### config.mk
export PLATFORM = sky130hd
export DESIGN_NAME = ismt_cmp
export DESIGN_NICKNAME = d
export VERILOG_FILES = /design/src/ismt_pkg.sv /design/src/ismt_cmp.sv
export SDC_FILE = /design/constraint.sdc
export NUM_CORES = 1
export LEC_CHECK = 0
export ABC_AREA = 0
export BUFFER_PORTS_ARGS = -buffer_cell sky130_fd_sc_hd__buf_2
export CAP_MARGIN = 10
export CORE_ASPECT_RATIO = 1.75
export CORE_MARGIN = 8
export CORE_UTILIZATION = 30
export DETAILED_ROUTE_END_ITERATION = 7
export GPL_TIMING_DRIVEN = 0
export MAX_ROUTING_LAYER = met4
export SLEW_MARGIN = 0
export SYNTH_ARGS = -nofsm -noshare
export SYNTH_HDL_FRONTEND = slang
export SYNTH_SLANG_ARGS = --single-unit
export TNS_END_PERCENT = 5
### constraint.sdc
create_clock -name vclk -period 2
set_input_delay 0.2 -clock vclk [all_inputs]
set_output_delay 0.2 -clock vclk [all_outputs]
set_load 0.005 [all_outputs]
### src/ismt_pkg.sv
// Shared types, constants and codes for the interval set merge table.
`default_nettype none
package ismt_pkg;

    localparam int MAX_INTERVALS_DEF = 16;
    localparam int VAL_W             = 64;
    localparam int COUNT_OUT_W       = 5;
    localparam int STATUS_W          = 2;
    localparam int M_DATA_W          = 1 + COUNT_OUT_W + STATUS_W;

    localparam logic CMD_ADD   = 1'b0;
    localparam logic CMD_QUERY = 1'b1;

    localparam logic [STATUS_W-1:0] ST_OK   = 2'd0;
    localparam logic [STATUS_W-1:0] ST_FULL = 2'd1;
    localparam logic [STATUS_W-1:0] ST_BAD  = 2'd2;

    typedef struct packed {
        logic [VAL_W-1:0] last_val;
        logic [VAL_W-1:0] first_val;
    } ismt_entry_t;

    typedef struct packed {
        logic covers;
        logic ovl;
        logic a_lt_ms;
        logic b_gt_me;
    } ismt_cmp_t;

endpackage
`default_nettype wire

### src/ismt_cmp.sv
// Shared compare unit that tests one stored interval against the item window.
`default_nettype none
module ismt_cmp (
    input  ismt_pkg::ismt_entry_t         entry,
    input  logic [ismt_pkg::VAL_W-1:0]    win_start,
    input  logic [ismt_pkg::VAL_W-1:0]    win_end,
    input  logic [ismt_pkg::VAL_W-1:0]    merge_start,
    input  logic [ismt_pkg::VAL_W-1:0]    merge_end,
    output ismt_pkg::ismt_cmp_t           result
);
    import ismt_pkg::*;

    always_comb begin
        result.covers  = (entry.first_val <= win_start) && (entry.last_val >= win_end);
        result.ovl     = (entry.first_val <= win_end) && (entry.last_val >= win_start);
        result.a_lt_ms = entry.first_val < merge_start;
        result.b_gt_me = entry.last_val > merge_end;
    end

endmodule
`default_nettype wire

# ---- After elaboration in Yosys (flattened, before gate mapping)
# Index checks and enable logic that the tools add are counted.
dict set report totals {
  regBits 0
  inputBits 384
  out_inout_bits 4
  wordCells 8
}
dict set report op_classes {
  n_lt_le_gt_ge 6
  reduce_logical 2
}
# operator n
set ops {}
lappend ops {{greater-or-equal comparator 64 bit} 2}
lappend ops {{<= comparator 64 bit} 2}
lappend ops {{greater-than comparator 64 bit} 1}
lappend ops {{less-than comparator 64 bit} 1}
lappend ops {{logical AND 1 bit} 2}

# ---- Depth between registers and ports, before layout
dict set report logic_depth {
  ltp_word 2
  mapped_depth 9
  mapped_depth_nobuf 9
}

# ---- Least setup slack after synthesis
# OpenSTA, ideal clock, no wires.
dict set report synth_timing {
  kind {input -> output}
  from {input win_start[46] (netlist bit)}
  to {output result[3] (netlist bit)}
  arrival_ns 1.810
  required_ns 1.800
  path_slack_ns -0.010
  path_stages 9
  path_buffers 0
  cell_sequence {inv_1 -> ha_1 -> a21oi_2 -> nand2_1 -> a221o_1 -> a211o_1 -> a221oi_2 -> o21ai_1 -> a2bb2oi_2}
}
# item line
set synth_lines {}
lappend synth_lines {{start: declaration} ismt_cmp.sv:5} ;# input logic [ismt_pkg::VAL_W-1:0] win_start,
lappend synth_lines {{end: declaration} ismt_cmp.sv:9} ;# output ismt_pkg::ismt_cmp_t result

==> run summary <==
The final max-slew violation count came out at 0. Cells with a size suffix above 1 make up 31.37% of the layout. The worst max-slew margin expressed relative to the limit came out at 58.61%.

The placer's final routability congestion estimate came out at 0.9195. The cell area after synthesis came out at 0.009084 mm2. The number of detailed-routing iterations run before antenna repair is 4. The achievable frequency came out at 416.7 MHz.

Power spread over the standard cell area amounts to 203.1 mW/mm2. The area growth from synthesis to layout is 36.28%. The final reports fail on negative setup slack.

The count of buffers inserted at the top-level ports came out at 388. The via density per instance is 5.157. The row count is 84.

The sequential-to-total area share from yosys stat came out at 0%. The count of nets left with antenna violations after detail routing came out at 0. The detailed router finished its first iteration with 187 violations. The kind of capture point of the worst setup path is a primary output. The final critical-path required period is 2.400 ns. The library cell with the largest summed area after synthesis is sky130_fd_sc_hd__ha_1. Detailed routing inserted a total of 10.34k vias. The maximum vdd ir drop is 95.75 uV. The worst endpoint required time is 1.80 ns. The total negative setup slack is -1.401 ns.

The transition time of the tightest slew-check pin came out at 0.6143 ns. The multi-input gate area in the final layout is 0.008753 mm2. The number of warnings issued by yosys is 0. The critical path in this run is classified as input pin to primary output. The post-route total power came out at 2514 uW. The count of pins on the block boundary is 388. The overall global routing resource usage came out at 20.83%. Setup repair after global routing could not meet its margin everywhere. The classification of the worst-slack hold path is input pin to primary output. The via count of the first global-routing pass came out at 11.33k. The floorplan die height is 246.2 um. The filler cell count came out at 3126. Buffers inserted to repair hold after CTS numbered 0. The count of max-cap constraint violations is 0. The number of nets in the synthesized netlist is 1974. The average routed wire per standard cell is 19.35 um.

The number of clock-tree buffers in the layout came out at 0. The portion of synthesized cell area occupied by the leading cell type is 52.75%. The sequential cells in the finished layout cover a total of 0 um2. Yosys attributes the largest share of cell area to sky130_fd_sc_hd__ha_1 53%, sky130_fd_sc_hd__inv_1 11%, sky130_fd_sc_hd__a21oi_1 6.9%. The leakage component of the power is 0.007326 uW.

In this run, distinct cell masters in the synthesized netlist total 46. The final critical-path setup slack came out at -0.4000 ns. Along the worst path, the maximum fanout reaches 3. The core region is 0.02995 mm2.

The die boundary width came out at 147.5 um. The floorplan die area came out at 0.03632 mm2. The worst setup timing slack at the placement stage came out at -1.081 ns. The first global-routing pass estimated 58.20 mm of wire. The share of the clock period used by the worst path after layout is 120.0%. STA classifies the critical path startpoint as an input pin. Summed over all layers, the global routing overflow is 0.

The sequential cell count came out at 0. In the routed design, unresolved DRC markers number 0. The post-detailed-placement half-perimeter wirelength came out at 36.26 mm. For this configuration, the core starts out at a cell density of 30.33%. The number of antenna violations at the first check in global routing was 5. The number of nets at the end of the flow is 2382. The final-report hold violation count came out at 0. Entering global routing, the biggest net connects 5 pins. The post-synthesis cell count is 1207. Setup violations remaining at the end of the flow were counted as 4. The data arrival at the endpoint of the critical path came out at 2.20 ns.

The detailed-route wire length is 38.80 mm. The post-synthesis average cell area is 7.526 um2. The run finished, with violations left.
## logic make-up (layout without fill, tap and decap cells)
logic type	Yosys count	after routing	share of synthesized area (%)
adder cells (fa/ha/maj)	383	383	52.75
AO/OA/AOI/OAI	309	309	21.91
AND/OR/NAND/NOR	258	258	14.71
buffers and inverters	257	663	10.62
other	0	5	0
## worst paths after layout
| check | from | to | slack, ns | cells past startpoint |
|---|---|---|---|---|
| setup / recovery | entry[101] | result[3] | -0.40 | 9 |
| hold / removal | entry[63] | result[2] | 0.99 | 6 |
## worst max-delay path, cell delays in order
cell                        delay (ns)
sky130_fd_sc_hd__buf_2            0.12
sky130_fd_sc_hd__ha_1             0.31
sky130_fd_sc_hd__and4_4           0.21
sky130_fd_sc_hd__a221oi_4         0.31
sky130_fd_sc_hd__o211ai_1         0.23
sky130_fd_sc_hd__a2111oi_2        0.40
sky130_fd_sc_hd__a21oi_1          0.14
sky130_fd_sc_hd__a2bb2oi_2        0.14
sky130_fd_sc_hd__buf_2            0.13
## report_power, final
part            leakage, uW  internal (uW)  switching [uW]
clock network  0.0000000317       0.000335               0
registers                 0              0               0
logic               0.00733           1150            1360
total               0.00733           1150            1360
## placed cells by master, fill, tap and decap left out, drive strengths merged, types with 3 or more instances in the layout
cell	Yosys	routed
buf	0	406
ha	383	383
inv	257	257
a21oi	127	127
nand4	75	75
nand2	70	70
a21o	62	62
o21ai	43	43
nor2	32	32
nand3	30	30
nor3	16	16
a211oi	15	15
o211ai	10	10
and4	10	10
a221oi	10	10
nor4	9	9
a2111oi	8	8
diode	0	5
o21a	5	5
nor2b	5	5
nand2b	4	4
a211o	4	4
a221o	3	3
o31ai	3	3
o2111ai	3	3
## area by class of cell
| class | count | area share (%) |
|---|---|---|
| Inverter | 257 | 7.995 |
| Tap cell | 387 | 3.911 |
| Antenna cell | 5 | 0.1011 |
| Timing Repair Buffer | 406 | 17.28 |
| Multi-Input combinational cell | 950 | 70.71 |
## per-stage QoR
stage | util, % | hold WS, ns | instance area, um2 | std cells
global route | 41.33 | 1.032 | 12380 | 2005
floorplan | - | 0.6861 | 9096 | 1207
finish | 41.33 | 0.9928 | 12380 | 2005
detailed placement | 38.51 | 1.007 | 11540 | 1983
global placement | 38.47 | 1.004 | 11520 | 1982
CTS | 40.80 | 1.009 | 12220 | 1998
## cells in the mapped netlist, types with 2 or more instances
| cell | count |
|---|---|
| sky130_fd_sc_hd__a211o_1 | 4 |
| sky130_fd_sc_hd__or4_1 | 2 |
| sky130_fd_sc_hd__a21oi_1 | 126 |
| sky130_fd_sc_hd__o2111ai_1 | 3 |
| sky130_fd_sc_hd__nand3_1 | 30 |
| sky130_fd_sc_hd__nor2_1 | 32 |
| sky130_fd_sc_hd__nor3_1 | 16 |
| sky130_fd_sc_hd__ha_1 | 383 |
| sky130_fd_sc_hd__nor2b_1 | 5 |
| sky130_fd_sc_hd__a221oi_1 | 8 |
| sky130_fd_sc_hd__a211oi_1 | 15 |
| sky130_fd_sc_hd__a2111oi_0 | 7 |
| sky130_fd_sc_hd__o21ai_0 | 40 |
| sky130_fd_sc_hd__nand2b_1 | 4 |
| sky130_fd_sc_hd__o21ba_2 | 2 |
| sky130_fd_sc_hd__o31ai_1 | 3 |
| sky130_fd_sc_hd__o21ai_1 | 3 |
| sky130_fd_sc_hd__nor4_1 | 8 |
| sky130_fd_sc_hd__a21o_1 | 62 |
| sky130_fd_sc_hd__and4_1 | 10 |
| sky130_fd_sc_hd__a221o_1 | 3 |
| sky130_fd_sc_hd__a221oi_2 | 2 |
| sky130_fd_sc_hd__nand4_1 | 75 |
| sky130_fd_sc_hd__o21bai_1 | 2 |
| sky130_fd_sc_hd__inv_1 | 257 |
| sky130_fd_sc_hd__and2_0 | 2 |
| sky130_fd_sc_hd__nand2_1 | 70 |
| sky130_fd_sc_hd__o41ai_1 | 2 |
| sky130_fd_sc_hd__o211ai_1 | 10 |
| sky130_fd_sc_hd__o21a_1 | 5 |
## layer usage
| metal | global-route usage [%] | vias to the layer above | routed length [um] |
|---|---|---|---|
| met2 | 40.32 | 323 | 21110 |
| met5 | - | - | 0 |
| li1 | - | 5240 | - |
| met3 | 2.462 | 94 | 1551 |
| met1 | 19.58 | 4682 | 13850 |
| met4 | 11.06 | 0 | 2285 |
## what timing repair did
item	in CTS	in global routing
cloned	0	0
resized for setup	111	29
setup endpoints to repair	4	4
setup buffers	15	2
pin swaps	38	19
No activity file was read; power rests on OpenSTA's default activity.
