`config.mk`:
```
export PLATFORM = sky130hd
export DESIGN_NAME = ismt_table
export DESIGN_NICKNAME = d
export VERILOG_FILES = /design/src/ismt_pkg.sv /design/src/ismt_table.sv
export SDC_FILE = /design/constraint.sdc
export NUM_CORES = 2
export LEC_CHECK = 0
export BUFFER_PORTS_ARGS = -buffer_cell sky130_fd_sc_hd__buf_2
export CAP_MARGIN = 20
export CORE_UTILIZATION = 40
export DETAILED_ROUTE_END_ITERATION = 16
export PLACE_DENSITY = 0.55
export RECOVER_POWER = 25
export SLEW_MARGIN = 20
export SYNTH_ARGS = -nofsm -noshare
export SYNTH_HDL_FRONTEND = slang
export SYNTH_SLANG_ARGS = --single-unit
```
`constraint.sdc`:
```
create_clock -name aclk -period 12.55 [get_ports aclk]
set_clock_uncertainty 0.05 [all_clocks]
set_input_delay 1.8825 -clock aclk [delete_from_list [all_inputs] [get_ports aclk]]
set_output_delay 1.8825 -clock aclk [all_outputs]
set_load 0.02 [all_outputs]
```
`src/ismt_pkg.sv`:
```
// Shared types, constants and codes for the interval set merge table.
`default_nettype none
package ismt_pkg;

    localparam int MAX_INTERVALS_DEF = 16;
    localparam int VAL_W             = 64;
    localparam int COUNT_OUT_W       = 5;
    localparam int STATUS_W          = 2;
    localparam int M_DATA_W          = 1 + COUNT_OUT_W + STATUS_W;

    localparam logic CMD_ADD   = 1'b0;
    localparam logic CMD_QUERY = 1'b1;

    localparam logic [STATUS_W-1:0] ST_OK   = 2'd0;
    localparam logic [STATUS_W-1:0] ST_FULL = 2'd1;
    localparam logic [STATUS_W-1:0] ST_BAD  = 2'd2;

    typedef struct packed {
        logic [VAL_W-1:0] last_val;
        logic [VAL_W-1:0] first_val;
    } ismt_entry_t;

    typedef struct packed {
        logic covers;
        logic ovl;
        logic a_lt_ms;
        logic b_gt_me;
    } ismt_cmp_t;

endpackage
`default_nettype wire

```
`src/ismt_table.sv`:
```
// Two-bank interval memory with one write port and one registered read port.
`default_nettype none
module ismt_table #(
    parameter int IDX_W = 4
) (
    input  logic                   aclk,
    input  logic                   wr_en,
    input  logic [IDX_W:0]         wr_addr,
    input  ismt_pkg::ismt_entry_t  wr_data,
    input  logic [IDX_W:0]         rd_addr,
    output ismt_pkg::ismt_entry_t  rd_data
);
    import ismt_pkg::*;

    localparam int DEPTH = 1 << (IDX_W + 1);

    ismt_entry_t mem [0:DEPTH-1];
    ismt_entry_t rd_data_reg;

    always_ff @(posedge aclk) begin
        if (wr_en) begin
            mem[wr_addr] <= wr_data;
        end
        rd_data_reg <= mem[rd_addr];
    end

    assign rd_data = rd_data_reg;

endmodule
`default_nettype wire

```
# After elaboration in Yosys (flattened, before gate mapping)
# Memories as Yosys holds them, arrays and structs flattened. A register that Yosys moved wholly into a read port is not among the register bits.
# Cells that the tools add are included.
# totals
ff_bits	0
ramBits	4096
input_bits	140
output_inout_bits	128
mem_count	1
# classes
mux	2
# memory_table
memory	depth	width	read_ports	rd_ports_with_merged_regs	wr	line	source
mem	32	128	1	1	1	ismt_table.sv:17	ismt_entry_t mem [0:DEPTH-1];
# ops
op	n
$mux W1	2

# Longest topological paths before layout
# logic_depth
depth_word	2
depth_mapped	9
mapped_depth_nobuf	4

# Worst setup path after synthesis
# No wires, ideal clock.
# synth_path
path_kind	input -> register
start	input wr_addr[1]
end	memory mem[12][0] (netlist name), enable pin
setup_time_ns	0.617
t_arrival_ns	7.864
required_time_ns	11.883
slack_ns	4.019
path_stages	3
path_buffers	1
cell_sequence	or3b_2 -> clkbuf_1 -> nor2_1
# synth_lines
item	line	source
start: declaration	ismt_table.sv:8	input logic [IDX_W:0] wr_addr,
end: declaration	ismt_table.sv:17	
# Straight into the memory's write port.

# Worst setup path in the final report
# layout_path
start	input wr_addr[1]
end	memory mem[9][8] (netlist name), enable pin
# Straight into the memory's write port.

==> impl_metrics.xml <==
<?xml version="1.0" encoding="UTF-8"?>
<metrics>
  <group name="timing">
    <metric name="rsz_0062_raised_after_global_routing" unit="">false</metric>
    <metric name="maxSlewViolCount" unit="">0</metric>
    <metric name="slew-limit-headroom" unit="">0.0984</metric>
    <metric name="finalWorstPathRequiredPeriod" unit="ps">5050</metric>
    <metric name="finalSetupViolCount" unit="">0</metric>
    <metric name="layout_worst_path_cycle_share" unit="">0.402</metric>
    <metric name="maxClockFrequency" unit="MHz">198</metric>
    <metric name="final.setup.tns" unit="ps">0</metric>
    <metric name="hold_viol" unit="">0</metric>
    <metric name="post-route-worst-setup-slack" unit="ps">7500</metric>
    <metric name="worst_pin_slew" unit="ps">1350</metric>
  </group>
  <group name="drt">
    <metric name="drt_iter0_drc" unit="">7655</metric>
    <metric name="ant_nets" unit="">0</metric>
    <metric name="avgViaCountPerCell" unit="">5.76</metric>
    <metric name="routed_wl" unit="µm">411000</metric>
    <metric name="first_pass_iters" unit="">8</metric>
    <metric name="detail_route.drc_violations" unit="">0</metric>
    <metric name="drt-wirelength-per-cell" unit="µm">32.8</metric>
    <metric name="vias" unit="">72100</metric>
  </group>
  <group name="logic_synthesis">
    <metric name="syn-num-nets" unit="">6580</metric>
    <metric name="yosysWarnings" unit="">0</metric>
    <metric name="synth_seq_cells" unit="">4224</metric>
    <metric name="syn-instance-count" unit="">6440</metric>
    <metric name="synth.lib_cells_used.distinct" unit="">28</metric>
    <metric name="post_synth_instance_area" unit="µm²">155000</metric>
    <metric name="yosysSeqAreaShare" unit="">0.809</metric>
    <metric name="avgSynthCellArea" unit="µm²">24.1</metric>
  </group>
  <group name="grt">
    <metric name="grtUsageTotal" unit="">0.208</metric>
    <metric name="number_of_antenna_violations_at_the_first_check_in_global_routing" unit="">52</metric>
    <metric name="grt_overflow" unit="">0</metric>
    <metric name="grt_start_max_net_pins" unit="">142</metric>
    <metric name="first_global_vias" unit="">74100</metric>
    <metric name="grt_pass1_wl" unit="µm">575000</metric>
  </group>
  <group name="clock_network">
    <metric name="numCtsBuffers" unit="">431</metric>
    <metric name="cts_buffer_depth" unit="">4</metric>
    <metric name="number_of_sinks_handled_by_clock_tree_synthesis" unit="">4224</metric>
    <metric name="hold_buffers" unit="">0</metric>
    <metric name="clock_latency_on_the_worst_skew_pair" unit="ps">990</metric>
    <metric name="cts_resized" unit="">0</metric>
    <metric name="worst_setup_hold_path_clk_slew" unit="ps">60</metric>
    <metric name="tritoncts" unit="">yes</metric>
    <metric name="clock_tree.htree_level_count" unit="">5</metric>
    <metric name="post-cts-setup-buffers" unit="">0</metric>
    <metric name="root_buffer" unit="">clkbuf_16</metric>
  </group>
  <group name="layout">
    <metric name="multi_input_comb_area" unit="µm²">28100</metric>
    <metric name="n_fill_cell" unit="">31700</metric>
    <metric name="layout.core_utilization" unit="">0.458</metric>
    <metric name="design.final.nets" unit="">7087</metric>
    <metric name="drive_above_1_share" unit="">0.271</metric>
    <metric name="largest_register_ff_count" unit="">4096</metric>
    <metric name="layout.area.seq" unit="µm²">126000</metric>
    <metric name="syn_to_final_growth" unit="%">13.9</metric>
  </group>
  <group name="worst_setup_path">
    <metric name="crit_fanout" unit="">41</metric>
    <metric name="r2r_start" unit="">mem[19][19]$_DFFE_PP_</metric>
    <metric name="path_cells" unit="">buf_2 &gt; nand3b_1 &gt; nor2_4 &gt; buf_4 &gt; buf_4</metric>
    <metric name="crit_type" unit="">primary input to flip-flop</metric>
    <metric name="crit_arrival" unit="ps">5570</metric>
    <metric name="r2r.worst_path.cells" unit="">3</metric>
    <metric name="r2r_setup_slack" unit="ps">10670</metric>
    <metric name="worst-endpoint-required" unit="ps">13080</metric>
    <metric name="path_common_cell" unit="">buf_4</metric>
    <metric name="start_kind" unit="">primary input</metric>
    <metric name="peak_per_stage_delay_on_the_critical_path" unit="ps">940</metric>
    <metric name="cpMaxStageDelayCell" unit="">nor2_4</metric>
    <metric name="worst_setup_path_end_kind" unit="">flip-flop</metric>
    <metric name="critical-path-top-delay-family" unit="">buffers and inverters</metric>
    <metric name="path_buf_inv" unit="">3</metric>
    <metric name="r2r_end" unit="">rd_data[19]$_DFF_P_</metric>
  </group>
  <group name="floorplanning">
    <metric name="fp-row-count" unit="">228</metric>
    <metric name="initial_utilization" unit="">0.402</metric>
    <metric name="ioPinCount" unit="">268</metric>
    <metric name="die_area" unit="µm²">391000</metric>
    <metric name="die_w" unit="µm">625</metric>
    <metric name="die_outline_height" unit="µm">625</metric>
    <metric name="core_region_area" unit="µm²">386000</metric>
  </group>
  <group name="place">
    <metric name="buffer_ports.inserted" unit="">267</metric>
    <metric name="setup_slack_placement" unit="ps">6500</metric>
    <metric name="hpwl_reported_at_the_end_of_detailed_placement" unit="µm">208000</metric>
    <metric name="place_congestion" unit="">0.738</metric>
  </group>
  <group name="worst_hold_path">
    <metric name="worst_hold_startpoint" unit="">mem[30][119]$_DFFE_PP_</metric>
    <metric name="type_of_the_worst_min_delay_path" unit="">flip-flop to flip-flop</metric>
    <metric name="capture_endpoint_of_the_worst_hold_path" unit="">rd_data[119]$_DFF_P_</metric>
    <metric name="min_path_cells" unit="">3</metric>
  </group>
  <group name="power">
    <metric name="p_per_area" unit="nW/µm²">168</metric>
    <metric name="vdd_ir_drop_max" unit="µV">122</metric>
    <metric name="power_leakage" unit="nW">54.6</metric>
  </group>
  <group name="run_status">
    <metric name="run_status" unit="">finished, final reports clean</metric>
  </group>
  <group name="run">
    <metric name="cap_viol_max_count" unit="">0</metric>
  </group>
</metrics>
-- worst max-delay path by stage --
stage / end / startpoint / cells past startpoint / slack (ps)
6_report: mem[9][8]$_DFFE_PP_ / wr_addr[1] / 5 / 7500
3_5_place_dp: mem[9][88]$_DFFE_PP_ / wr_addr[1] / 5 / 6500
5_1_grt: mem[9][8]$_DFFE_PP_ / wr_addr[1] / 5 / 7460
2_1_floorplan: mem[12][0]$_DFFE_PP_ / wr_addr[1] / 3 / 4020
3_3_place_gp: rd_data[120]$_DFF_P_ / rd_addr[0] / 6 / 6350
4_1_cts: mem[9][8]$_DFFE_PP_ / wr_addr[1] / 5 / 7570
-- layout by cell type (no fill, tap or decap), types with 2 or more instances in the layout --
| master | instances |
|---|---|
| nand2_1 | 2 |
| edfxtp_1 | 4096 |
| nand3_1 | 36 |
| clkinvlp_4 | 9 |
| nor2_4 | 33 |
| buf_16 | 2 |
| clkinv_8 | 6 |
| mux4_2 | 956 |
| clkbuf_16 | 432 |
| buf_12 | 27 |
| bufinv_16 | 28 |
| nand3b_1 | 6 |
| nand4_1 | 17 |
| dfxtp_1 | 128 |
| clkinv_1 | 68 |
| buf_4 | 132 |
| a22oi_1 | 102 |
| nand2_4 | 2 |
| clkinv_2 | 81 |
| nor4_1 | 104 |
| nor2b_4 | 2 |
| mux2i_1 | 136 |
| nor2_2 | 2 |
| clkbuf_8 | 36 |
| clkinv_4 | 6 |
| clkinv_16 | 8 |
| inv_6 | 10 |
| clkbuf_1 | 199 |
| buf_2 | 185 |
| inv_16 | 5 |
| nor4_2 | 7 |
| or3b_2 | 3 |
| diode_2 | 19 |
| o22ai_1 | 444 |
-- worst min-delay path, cell delays in order, from the launching register on --
cell      delay [ps]
edfxtp_1         320
mux4_2           220
a22oi_1           60
nand4_1           60
-- cell type report --
type,count,share of cell area
clock inverters,221,0.0121
diodes,19,0.000269
multi-input cells,1864,0.159
flip-flops and latches,4224,0.710
well taps,5175,0.0366
clock buffers,587,0.0664
repair buffers,426,0.0159
-- metrics by stage --
stage / hold WS (ps) / instance area [µm²] / std cells / total power, W
2_1_floorplan: 597 / 155000 / 6440 / 0.0168
3_3_place_gp: 626 / 163000 / 11700 / 0.0174
3_5_place_dp: 634 / 163000 / 11700 / 0.0174
4_1_cts: 640 / 177000 / 12500 / 0.0299
5_1_grt: 678 / 177000 / 12500 / 0.0305
6_report: 636 / 177000 / 12500 / 0.0297
-- cells in the mapped netlist --
cell      count  area share
nor3b_1       1    0.000048
or3_1         2    0.000081
o22ai_1     444       0.018
a22oi_1     102      0.0049
clkbuf_1    108      0.0026
nand2_1       4    0.000097
mux4_2      956        0.14
nand3b_1      6     0.00029
and3b_1       1    0.000056
nand4_1      17     0.00069
edfxtp_1   4096        0.79
nand3_1      37      0.0012
nor2_2        1    0.000040
dfxtp_1     128       0.017
or2_1         1    0.000040
nor4_1      111      0.0045
clkbuf_4      9     0.00044
nor2b_1       3     0.00012
and3_1        1    0.000040
or3b_2        4     0.00023
buf_6        30      0.0022
buf_4        67      0.0032
mux2i_1     136      0.0088
buf_1        44      0.0011
nand2b_1      1    0.000040
nor2_1       35     0.00085
buf_2        94      0.0030
and2_1        1    0.000040
-- layer usage --
layer	track usage	part of all wire
met4	0.0596	0.026
met2	0.353	0.50
met1	0.283	0.41
met5	0	0.000063
met3	0.0287	0.060
-- where the power goes --
part | switching [W] | total [W] | internal, W
Clock | 0.00541 | 0.0126 | 0.00716
Sequential | 0.000109 | 0.0158 | 0.0157
Combinational | 0.000836 | 0.00130 | 0.000464
Total | 0.00635 | 0.0297 | 0.0233
-- kinds of logic (layout without fill, tap and decap cells) --
group / Yosys count / in the layout / share of synthesized area
AO/OA/AOI/OAI: 546 / 546 / 0.0228
buffers and inverters: 352 / 1234 / 0.0126
flip-flops: 4224 / 4224 / 0.809
multiplexers: 1092 / 1092 / 0.147
other: 0 / 19 / 0
AND/OR/NAND/NOR: 226 / 226 / 0.00832
(Power assumes the default switching activity.)
